<file path="src/hw/rtl/skvl_pkg.sv">
// shared types and constants for the sorted key/value list
`default_nettype none
package skvl_pkg;

    localparam int CAPACITY_DEF   = 16;
    localparam int KEY_BITS_DEF   = 16;
    localparam int VALUE_BITS_DEF = 32;
    localparam int RANK_BITS      = 4;
    localparam int CMD_BITS       = 3;

    localparam logic [CMD_BITS-1:0] CMD_INSERT   = 3'd0;
    localparam logic [CMD_BITS-1:0] CMD_POP      = 3'd1;
    localparam logic [CMD_BITS-1:0] CMD_REPLACE  = 3'd2;
    localparam logic [CMD_BITS-1:0] CMD_RETRIEVE = 3'd3;
    localparam logic [CMD_BITS-1:0] CMD_CLEAR    = 3'd4;

    // the operation every cell performs on a chain step
    typedef enum logic [1:0] {
        CELL_HOLD    = 2'd0,
        CELL_INSERT  = 2'd1,
        CELL_POP     = 2'd2,
        CELL_REPLACE = 2'd3
    } cell_op_t;

    typedef struct packed {
        cell_op_t op;
        logic     first;
        logic     last;
        logic     occ;
        logic     hit;
    } cell_ctl_t;

endpackage
`default_nettype wire

</file>
<file path="src/hw/rtl/skvl_cell.sv">
// one entry of the sorted chain: holds a key/value and trades with its neighbors
`default_nettype none
module skvl_cell #(
    parameter int KEY_BITS   = 16,
    parameter int VALUE_BITS = 32
) (
    input  wire                        clk,
    input  wire skvl_pkg::cell_ctl_t   ctl,
    input  wire logic [KEY_BITS-1:0]   new_key,
    input  wire logic [VALUE_BITS-1:0] new_value,
    input  wire logic                  left_shift,
    input  wire logic [KEY_BITS-1:0]   left_key,
    input  wire logic [VALUE_BITS-1:0] left_value,
    input  wire logic [KEY_BITS-1:0]   right_key,
    input  wire logic [VALUE_BITS-1:0] right_value,
    output logic                       shift,
    output logic [KEY_BITS-1:0]        key,
    output logic [VALUE_BITS-1:0]      value
);
    import skvl_pkg::*;

    logic [KEY_BITS-1:0]   key_reg, key_next;
    logic [VALUE_BITS-1:0] value_reg, value_next;

    // entry sits right of the new one: empty or strictly larger key
    assign shift = !ctl.occ || (key_reg > new_key);

    always_comb
    begin
        key_next   = key_reg;
        value_next = value_reg;
        case (ctl.op)
            CELL_INSERT:
            begin
                if (shift)
                begin
                    if (!ctl.first && left_shift)
                    begin
                        key_next   = left_key;
                        value_next = left_value;
                    end
                    else
                    begin
                        key_next   = new_key;
                        value_next = new_value;
                    end
                end
            end
            CELL_POP:
            begin
                if (!ctl.last)
                begin
                    key_next   = right_key;
                    value_next = right_value;
                end
            end
            CELL_REPLACE:
            begin
                if (ctl.hit)
                begin
                    value_next = new_value;
                end
            end
            default:
            begin
                key_next   = key_reg;
                value_next = value_reg;
            end
        endcase
    end

    always_ff @(posedge clk)
    begin
        key_reg   <= key_next;
        value_reg <= value_next;
    end

    assign key   = key_reg;
    assign value = value_reg;

endmodule
`default_nettype wire

</file>
<file path="src/hw/rtl/sorted_key_value_list_top.sv">
// top level of the sorted key/value list: cell chain, count and result register
// an accepted request's result is registered in the result register and shown on the m side
// throughput: one request per cycle while s_tready is high; every command finishes in a single chain step
// s_tready drops only while a finished result is held and m_tready is low
// reset clears the count and the result valid; cell contents stay undefined
`default_nettype none
module sorted_key_value_list_top #(
    parameter int CAPACITY   = skvl_pkg::CAPACITY_DEF,
    parameter int KEY_BITS   = skvl_pkg::KEY_BITS_DEF,
    parameter int VALUE_BITS = skvl_pkg::VALUE_BITS_DEF,
    localparam int CNT_W     = $clog2(CAPACITY + 1),
    localparam int S_W       = ((KEY_BITS + VALUE_BITS + skvl_pkg::RANK_BITS + 7) / 8) * 8,
    localparam int M_W       = ((KEY_BITS + VALUE_BITS + CNT_W + 1 + 7) / 8) * 8
) (
    input  wire logic                          clk,
    input  wire logic                          rst_n,
    input  wire logic                          s_tvalid,
    output logic                               s_tready,
    input  wire logic [S_W-1:0]                s_tdata,  // key, new_value, rank
    input  wire logic [skvl_pkg::CMD_BITS-1:0] s_tuser,  // command
    output logic                               m_tvalid,
    input  wire logic                          m_tready,
    output logic [M_W-1:0]                     m_tdata,  // key_out, value_out, count, is_empty
    output logic [0:0]                         m_tuser   // ok
);
    import skvl_pkg::*;

    localparam int IDX_W = (CAPACITY > 1) ? $clog2(CAPACITY) : 1;
    localparam int CMP_W = (CNT_W > RANK_BITS) ? CNT_W : RANK_BITS;

    // request fields
    logic [KEY_BITS-1:0]   in_key;
    logic [VALUE_BITS-1:0] in_value;
    logic [RANK_BITS-1:0]  in_rank;
    logic [CMD_BITS-1:0]   in_cmd;
    logic                  accept;

    assign in_key   = s_tdata[KEY_BITS-1:0];
    assign in_value = s_tdata[KEY_BITS+VALUE_BITS-1:KEY_BITS];
    assign in_rank  = s_tdata[KEY_BITS+VALUE_BITS+RANK_BITS-1:KEY_BITS+VALUE_BITS];
    assign in_cmd   = s_tuser;

    logic [CNT_W-1:0] count_reg, count_next;

    // result register, which also decouples the two sides
    logic                  m_valid_reg, m_valid_next;
    logic                  ok_reg, ok_next;
    logic [KEY_BITS-1:0]   key_out_reg, key_out_next;
    logic [VALUE_BITS-1:0] value_out_reg, value_out_next;
    logic [CNT_W-1:0]      m_count_reg;

    assign s_tready = !m_valid_reg || m_tready;
    assign accept   = s_tvalid && s_tready;

    // chain wiring
    logic [KEY_BITS-1:0]   cell_key   [CAPACITY];
    logic [VALUE_BITS-1:0] cell_value [CAPACITY];
    logic                  cell_shift [CAPACITY];

    logic            full;
    logic            rank_ok;
    logic [IDX_W-1:0] rank_idx;
    cell_op_t        op;

    assign full     = (count_reg == CNT_W'(CAPACITY));
    assign rank_ok  = (CMP_W'(in_rank) < CMP_W'(count_reg));
    assign rank_idx = IDX_W'(in_rank);

    // the whole chain moves together; a failed command leaves it alone
    always_comb
    begin
        op = CELL_HOLD;
        if (accept)
        begin
            case (in_cmd)
                CMD_INSERT:  op = full ? CELL_HOLD : CELL_INSERT;
                CMD_POP:     op = (count_reg != '0) ? CELL_POP : CELL_HOLD;
                CMD_REPLACE: op = rank_ok ? CELL_REPLACE : CELL_HOLD;
                default:     op = CELL_HOLD;
            endcase
        end
    end

    genvar gi;
    generate
        for (gi = 0; gi < CAPACITY; gi++)
        begin : g_cell
            cell_ctl_t             ctl;
            logic                  l_shift;
            logic [KEY_BITS-1:0]   l_key;
            logic [VALUE_BITS-1:0] l_value;
            logic [KEY_BITS-1:0]   r_key;
            logic [VALUE_BITS-1:0] r_value;

            assign ctl.op    = op;
            assign ctl.first = (gi == 0);
            assign ctl.last  = (gi == CAPACITY - 1);
            assign ctl.occ   = (CNT_W'(gi) < count_reg);
            assign ctl.hit   = (rank_idx == IDX_W'(gi));

            // end cells see their own outputs; the first/last flags mask them
            if (gi == 0)
            begin : g_left_end
                assign l_shift = cell_shift[gi];
                assign l_key   = cell_key[gi];
                assign l_value = cell_value[gi];
            end
            else
            begin : g_left
                assign l_shift = cell_shift[gi-1];
                assign l_key   = cell_key[gi-1];
                assign l_value = cell_value[gi-1];
            end

            if (gi == CAPACITY - 1)
            begin : g_right_end
                assign r_key   = cell_key[gi];
                assign r_value = cell_value[gi];
            end
            else
            begin : g_right
                assign r_key   = cell_key[gi+1];
                assign r_value = cell_value[gi+1];
            end

            skvl_cell #(
                .KEY_BITS   (KEY_BITS),
                .VALUE_BITS (VALUE_BITS)
            ) u_cell (
                .clk         (clk),
                .ctl         (ctl),
                .new_key     (in_key),
                .new_value   (in_value),
                .left_shift  (l_shift),
                .left_key    (l_key),
                .left_value  (l_value),
                .right_key   (r_key),
                .right_value (r_value),
                .shift       (cell_shift[gi]),
                .key         (cell_key[gi]),
                .value       (cell_value[gi])
            );
        end
    endgenerate

    // result and count update
    always_comb
    begin
        count_next     = count_reg;
        ok_next        = ok_reg;
        key_out_next   = key_out_reg;
        value_out_next = value_out_reg;
        m_valid_next   = m_valid_reg;
        if (m_tready)
        begin
            m_valid_next = 1'b0;
        end
        if (accept)
        begin
            m_valid_next   = 1'b1;
            ok_next        = 1'b0;
            key_out_next   = '0;
            value_out_next = '0;
            case (in_cmd)
                CMD_INSERT:
                begin
                    if (!full)
                    begin
                        ok_next    = 1'b1;
                        count_next = count_reg + CNT_W'(1);
                    end
                end
                CMD_POP:
                begin
                    if (count_reg != '0)
                    begin
                        ok_next        = 1'b1;
                        key_out_next   = cell_key[0];
                        value_out_next = cell_value[0];
                        count_next     = count_reg - CNT_W'(1);
                    end
                end
                CMD_REPLACE:
                begin
                    ok_next = rank_ok;
                end
                CMD_RETRIEVE:
                begin
                    if (rank_ok)
                    begin
                        ok_next        = 1'b1;
                        key_out_next   = cell_key[rank_idx];
                        value_out_next = cell_value[rank_idx];
                    end
                end
                CMD_CLEAR:
                begin
                    ok_next    = 1'b1;
                    count_next = '0;
                end
                default:
                begin
                    ok_next = 1'b0;
                end
            endcase
        end
    end

    always_ff @(posedge clk or negedge rst_n)
    begin
        if (!rst_n)
        begin
            count_reg   <= '0;
            m_valid_reg <= 1'b0;
        end
        else
        begin
            count_reg   <= count_next;
            m_valid_reg <= m_valid_next;
        end
    end

    // payload, no reset needed
    always_ff @(posedge clk)
    begin
        ok_reg        <= ok_next;
        key_out_reg   <= key_out_next;
        value_out_reg <= value_out_next;
        if (accept)
        begin
            m_count_reg <= count_next;
        end
    end

    assign m_tvalid   = m_valid_reg;
    assign m_tuser[0] = ok_reg;
    assign m_tdata    = M_W'({(m_count_reg == '0), m_count_reg, value_out_reg, key_out_reg});

    // checks
    a_count_bound: assert property (@(posedge clk) disable iff (!rst_n)
        count_reg <= CNT_W'(CAPACITY))
        else $error("count exceeds capacity");

    a_count_shown: assert property (@(posedge clk) disable iff (!rst_n)
        accept |=> (m_count_reg == count_reg) && m_valid_reg)
        else $error("reported count differs from held count");

    a_insert_grows: assert property (@(posedge clk) disable iff (!rst_n)
        accept && (in_cmd == CMD_INSERT) && !full |=> count_reg == $past(count_reg) + CNT_W'(1))
        else $error("insert did not grow the count");

    a_pop_empty: assert property (@(posedge clk) disable iff (!rst_n)
        accept && (in_cmd == CMD_POP) && (count_reg == '0) |=> !ok_reg && (count_reg == '0))
        else $error("pop on empty reported success");

    a_hold_result: assert property (@(posedge clk) disable iff (!rst_n)
        m_valid_reg && !m_tready |=> $stable(m_count_reg) && $stable(ok_reg) && m_valid_reg)
        else $error("pending result changed");

endmodule
`default_nettype wire
</file>
<file path="config.mk">
export PLATFORM = sky130hd
export DESIGN_NAME = sorted_key_value_list_top
export DESIGN_NICKNAME = d
export VERILOG_FILES = /design/src/hw/rtl/skvl_pkg.sv /design/src/hw/rtl/skvl_cell.sv /design/src/hw/rtl/sorted_key_value_list_top.sv
export SDC_FILE = /design/constraint.sdc
export NUM_CORES = 2
export LEC_CHECK = 0
export ABC_AREA = 1
export BUFFER_PORTS_ARGS = -buffer_cell sky130_fd_sc_hd__buf_4
export CAP_MARGIN = 20
export CORE_UTILIZATION = 50
export CTS_CLUSTER_DIAMETER = 200
export DETAILED_ROUTE_END_ITERATION = 8
export MAX_ROUTING_LAYER = met4
export PLACE_DENSITY = 0.68
export SYNTH_ARGS = -nofsm -noshare
export SYNTH_HDL_FRONTEND = slang
export SYNTH_SLANG_ARGS = --single-unit
</file>
<file path="constraint.sdc">
create_clock -name clk -period 3.95 [get_ports clk]
set_input_delay 0.1975 -clock clk [delete_from_list [all_inputs] [get_ports clk]]
set_output_delay 0.1975 -clock clk [all_outputs]
set_load 0.03 [all_outputs]
</file>
==> flow_metrics.env <==
export IMPL_synth_edf_count=822
export IMPL_die_y_um=346
export IMPL_clockRootBuffer="clkbuf_16"
export IMPL_largest_reg_flops=512
export IMPL_grt_ovfl_total=0
export IMPL_yosysMostFrequentCell="nand2_1"
export IMPL_min_path_type="in2reg"
export IMPL_ys_types=38
export IMPL_rsz0062_at_grt="false"
export IMPL_io_pins=122
export IMPL_min_delay_path_depth=2
export IMPL_failed_checks="max-slew violations"
export IMPL_ir_worst_vdd_mv=0.504
export IMPL_endpoint_kind="register"
export IMPL_yosysTopAreaCell="edfxtp_1"
export IMPL_synth_area_per_cell_um2=7.15
export IMPL_htree_num_levels=3
export IMPL_critical_path_slowest_cell="buf_4"
export IMPL_synth_seq_cells=828
export IMPL_crit_top_cell="buf_4"
export IMPL_grt_max_degree=231
export IMPL_grt_pass1_vias=56400
export IMPL_drtAntennaViolNets=0
export IMPL_core_um2=117000
export IMPL_post_cts_setup_buffers=0
export IMPL_vias=60500
export IMPL_fin_tns_setup_ns=0
export IMPL_ys_top_cells_by_count="nand2_1, nand3_1, nor2_1, inv_1, edfxtp_1"
export IMPL_run_status="finished, violations left"
export IMPL_skew_ns=0.0405
export IMPL_max_stage_delay_ns=0.77
export IMPL_rrSetupSlack_ns=0.26
export IMPL_grt_pass1_wl_mm=348
export IMPL_cp_start_kind="register"
export IMPL_yosys_warnings=0
export IMPL_synthDominantCellAreaShare=0.418
export IMPL_fillers=11000
export IMPL_syn2layout_area_growth_pct=11.1
export IMPL_synth_flop_cell="edfxtp_1"
export IMPL_path_max_fanout=39
export IMPL_io_buffers=115
export IMPL_timing_worst_setup_path_type="reg2reg"
export IMPL_r2r_cells=13
export IMPL_syn_inst=8256
export IMPL_crit_buf_inv=4
export IMPL_place_gp_congestion=0.940
export IMPL_fp_row_count=125
export IMPL_clk_latency_ns=0.72
export IMPL_grt_usage=0.393
export IMPL_clk_pin_slew_ns=0.06
export IMPL_slew_limit_headroom=-0.154
export IMPL_nNetsFinal=8471
export IMPL_cts_buffer_depth=3
export IMPL_hold_end="m_tuser"
export IMPL_p_leak_uw=0.0310
export IMPL_required_ns=4.40
export IMPL_drv_cap=0
export IMPL_cp_cell_sequence="inv_2 -> nand2_2 -> nor2_4 -> nand2_2 -> nand2_4 -> nand2_4 -> buf_4 -> nand3_4 -> buf_4 -> nor2_1 -> buf_4 -> nor2_1 -> nand2_1"
export IMPL_synth_area_leaders="edfxtp_1, nand2_1, nand3_1, nor2_1, inv_1"
export IMPL_cts_sinks=828
export IMPL_cts_tree="yes"
export IMPL_drt_iter0_markers=9159
export IMPL_fin_crit_ns=3.69
export IMPL_fmax_mhz=271
export IMPL_ys_seq_area_frac=0.421
export IMPL_crit_family="buffers and inverters"
export IMPL_die_area_um2=119000
export IMPL_antenna_found_initial=3
export IMPL_initial_core_util=0.506
export IMPL_numCtsBuffers=100
export IMPL_critPathArrivalTime_ns=4.15
export IMPL_min_from="s_tuser[1]"
export IMPL_layout_drive_gt1_share=0.0688
export IMPL_wl_per_cell_um=24.2
export IMPL_fp_dieW_um=346
export IMPL_worstReg2RegEnd="g_cell[5].u_cell.value[30]"
export IMPL_holdWs_ns=0.0514
export IMPL_synthArstFlopShare=0.00725
export IMPL_power_density_nw_per_um2=486
export IMPL_min_period_over_period=0.935
export IMPL_netlist_area_um2=59000
export IMPL_power_total_uw=31900
export IMPL_r2r_start="count_reg[4]"
export IMPL_worstMarginPinSlew_ns=1.73
export IMPL_setup_viol_count_final=0
export IMPL_timing_final_hold_violations=0
export IMPL_maxSlewViolCount=158
export IMPL_drc=0
export IMPL_firstDrtPassIters=8
export IMPL_finalWirelength_mm=236
export IMPL_place_hpwl_mm=139
export IMPL_viasPerCell=6.21
report_power, final:
part	total, µW	switching [µW]	internal [µW]
Clock	9510	4030	5470
Sequential	11500	422	11100
Combinational	10900	8040	2840
kinds of logic after synthesis:
logic type | synth area share
AO/OA/AOI/OAI | 0.0795
XOR/XNOR | 0.000148
other | 0.0000636
buffers and inverters | 0.101
adder cells (fa/ha/maj) | 0.0558
flip-flops | 0.421
AND/OR/NAND/NOR | 0.343
repair_timing:
| action | CTS | global route |
|---|---|---|
| resized for setup | 0 | 0 |
| endpoints found under the hold margin | 87 | 0 |
| hold buffers | 52 | 0 |
final cells by class:
class	count	area, µm²	share of cell area
inverters	898	3380	0.0516
multi-input cells	5942	28600	0.436
well taps	1524	1910	0.0291
clock inverters	61	594	0.00906
flip-flops and latches	828	24800	0.379
diodes	3	7.51	0.000114
clock buffers	125	2660	0.0406
repair buffers	375	3620	0.0552
stage by stage:
step / util / cells / setup WS (ns) / area (µm²)
3_5_place_dp: 0.530 / 9515 / 0.377 / 61800
5_1_grt: 0.563 / 9754 / 0.135 / 65600
4_1_cts: 0.563 / 9753 / 0.377 / 65600
3_3_place_gp: 0.530 / 9515 / 0.464 / 61800
6_report: 0.563 / 9756 / 0.256 / 65600
2_1_floorplan: - / 8257 / 0.394 / 59000
cell usage in the layout (no fill, tap or decap), types with 126 or more instances in the layout:
| cell | instances |
|---|---|
| a21oi_1 | 126 |
| buf_4 | 269 |
| edfxtp_1 | 822 |
| ha_1 | 263 |
| inv_1 | 885 |
| nand2_1 | 2226 |
| nand3_1 | 1465 |
| nor2_1 | 1005 |
| o21ai_0 | 454 |
| o22ai_1 | 189 |
how the worst max path moves through the flow:
stage                                             to    startpoint  depth (start not counted)
final                     g_cell[5].u_cell.value[30]  count_reg[4]                         13
after global routing      g_cell[5].u_cell.value[30]  count_reg[4]                         13
after CTS                 g_cell[4].u_cell.value[30]  count_reg[4]                         13
after detailed placement  g_cell[3].u_cell.value[30]  count_reg[4]                         13
after global placement    g_cell[1].u_cell.value[30]  count_reg[4]                         13
after floorplan            g_cell[0].u_cell.value[0]      m_tvalid                          7
routing by layer:
| metal | GRT usage | up-vias | part of all wire |
|---|---|---|---|
| li1 | - | 27000 | - |
| met1 | 0.503 | 28000 | 0.37 |
| met2 | 0.581 | 4609 | 0.43 |
| met3 | 0.0903 | 898 | 0.14 |
| met4 | 0.201 | 0 | 0.060 |
| met5 | - | - | 0 |
(Power assumes the default switching activity.)
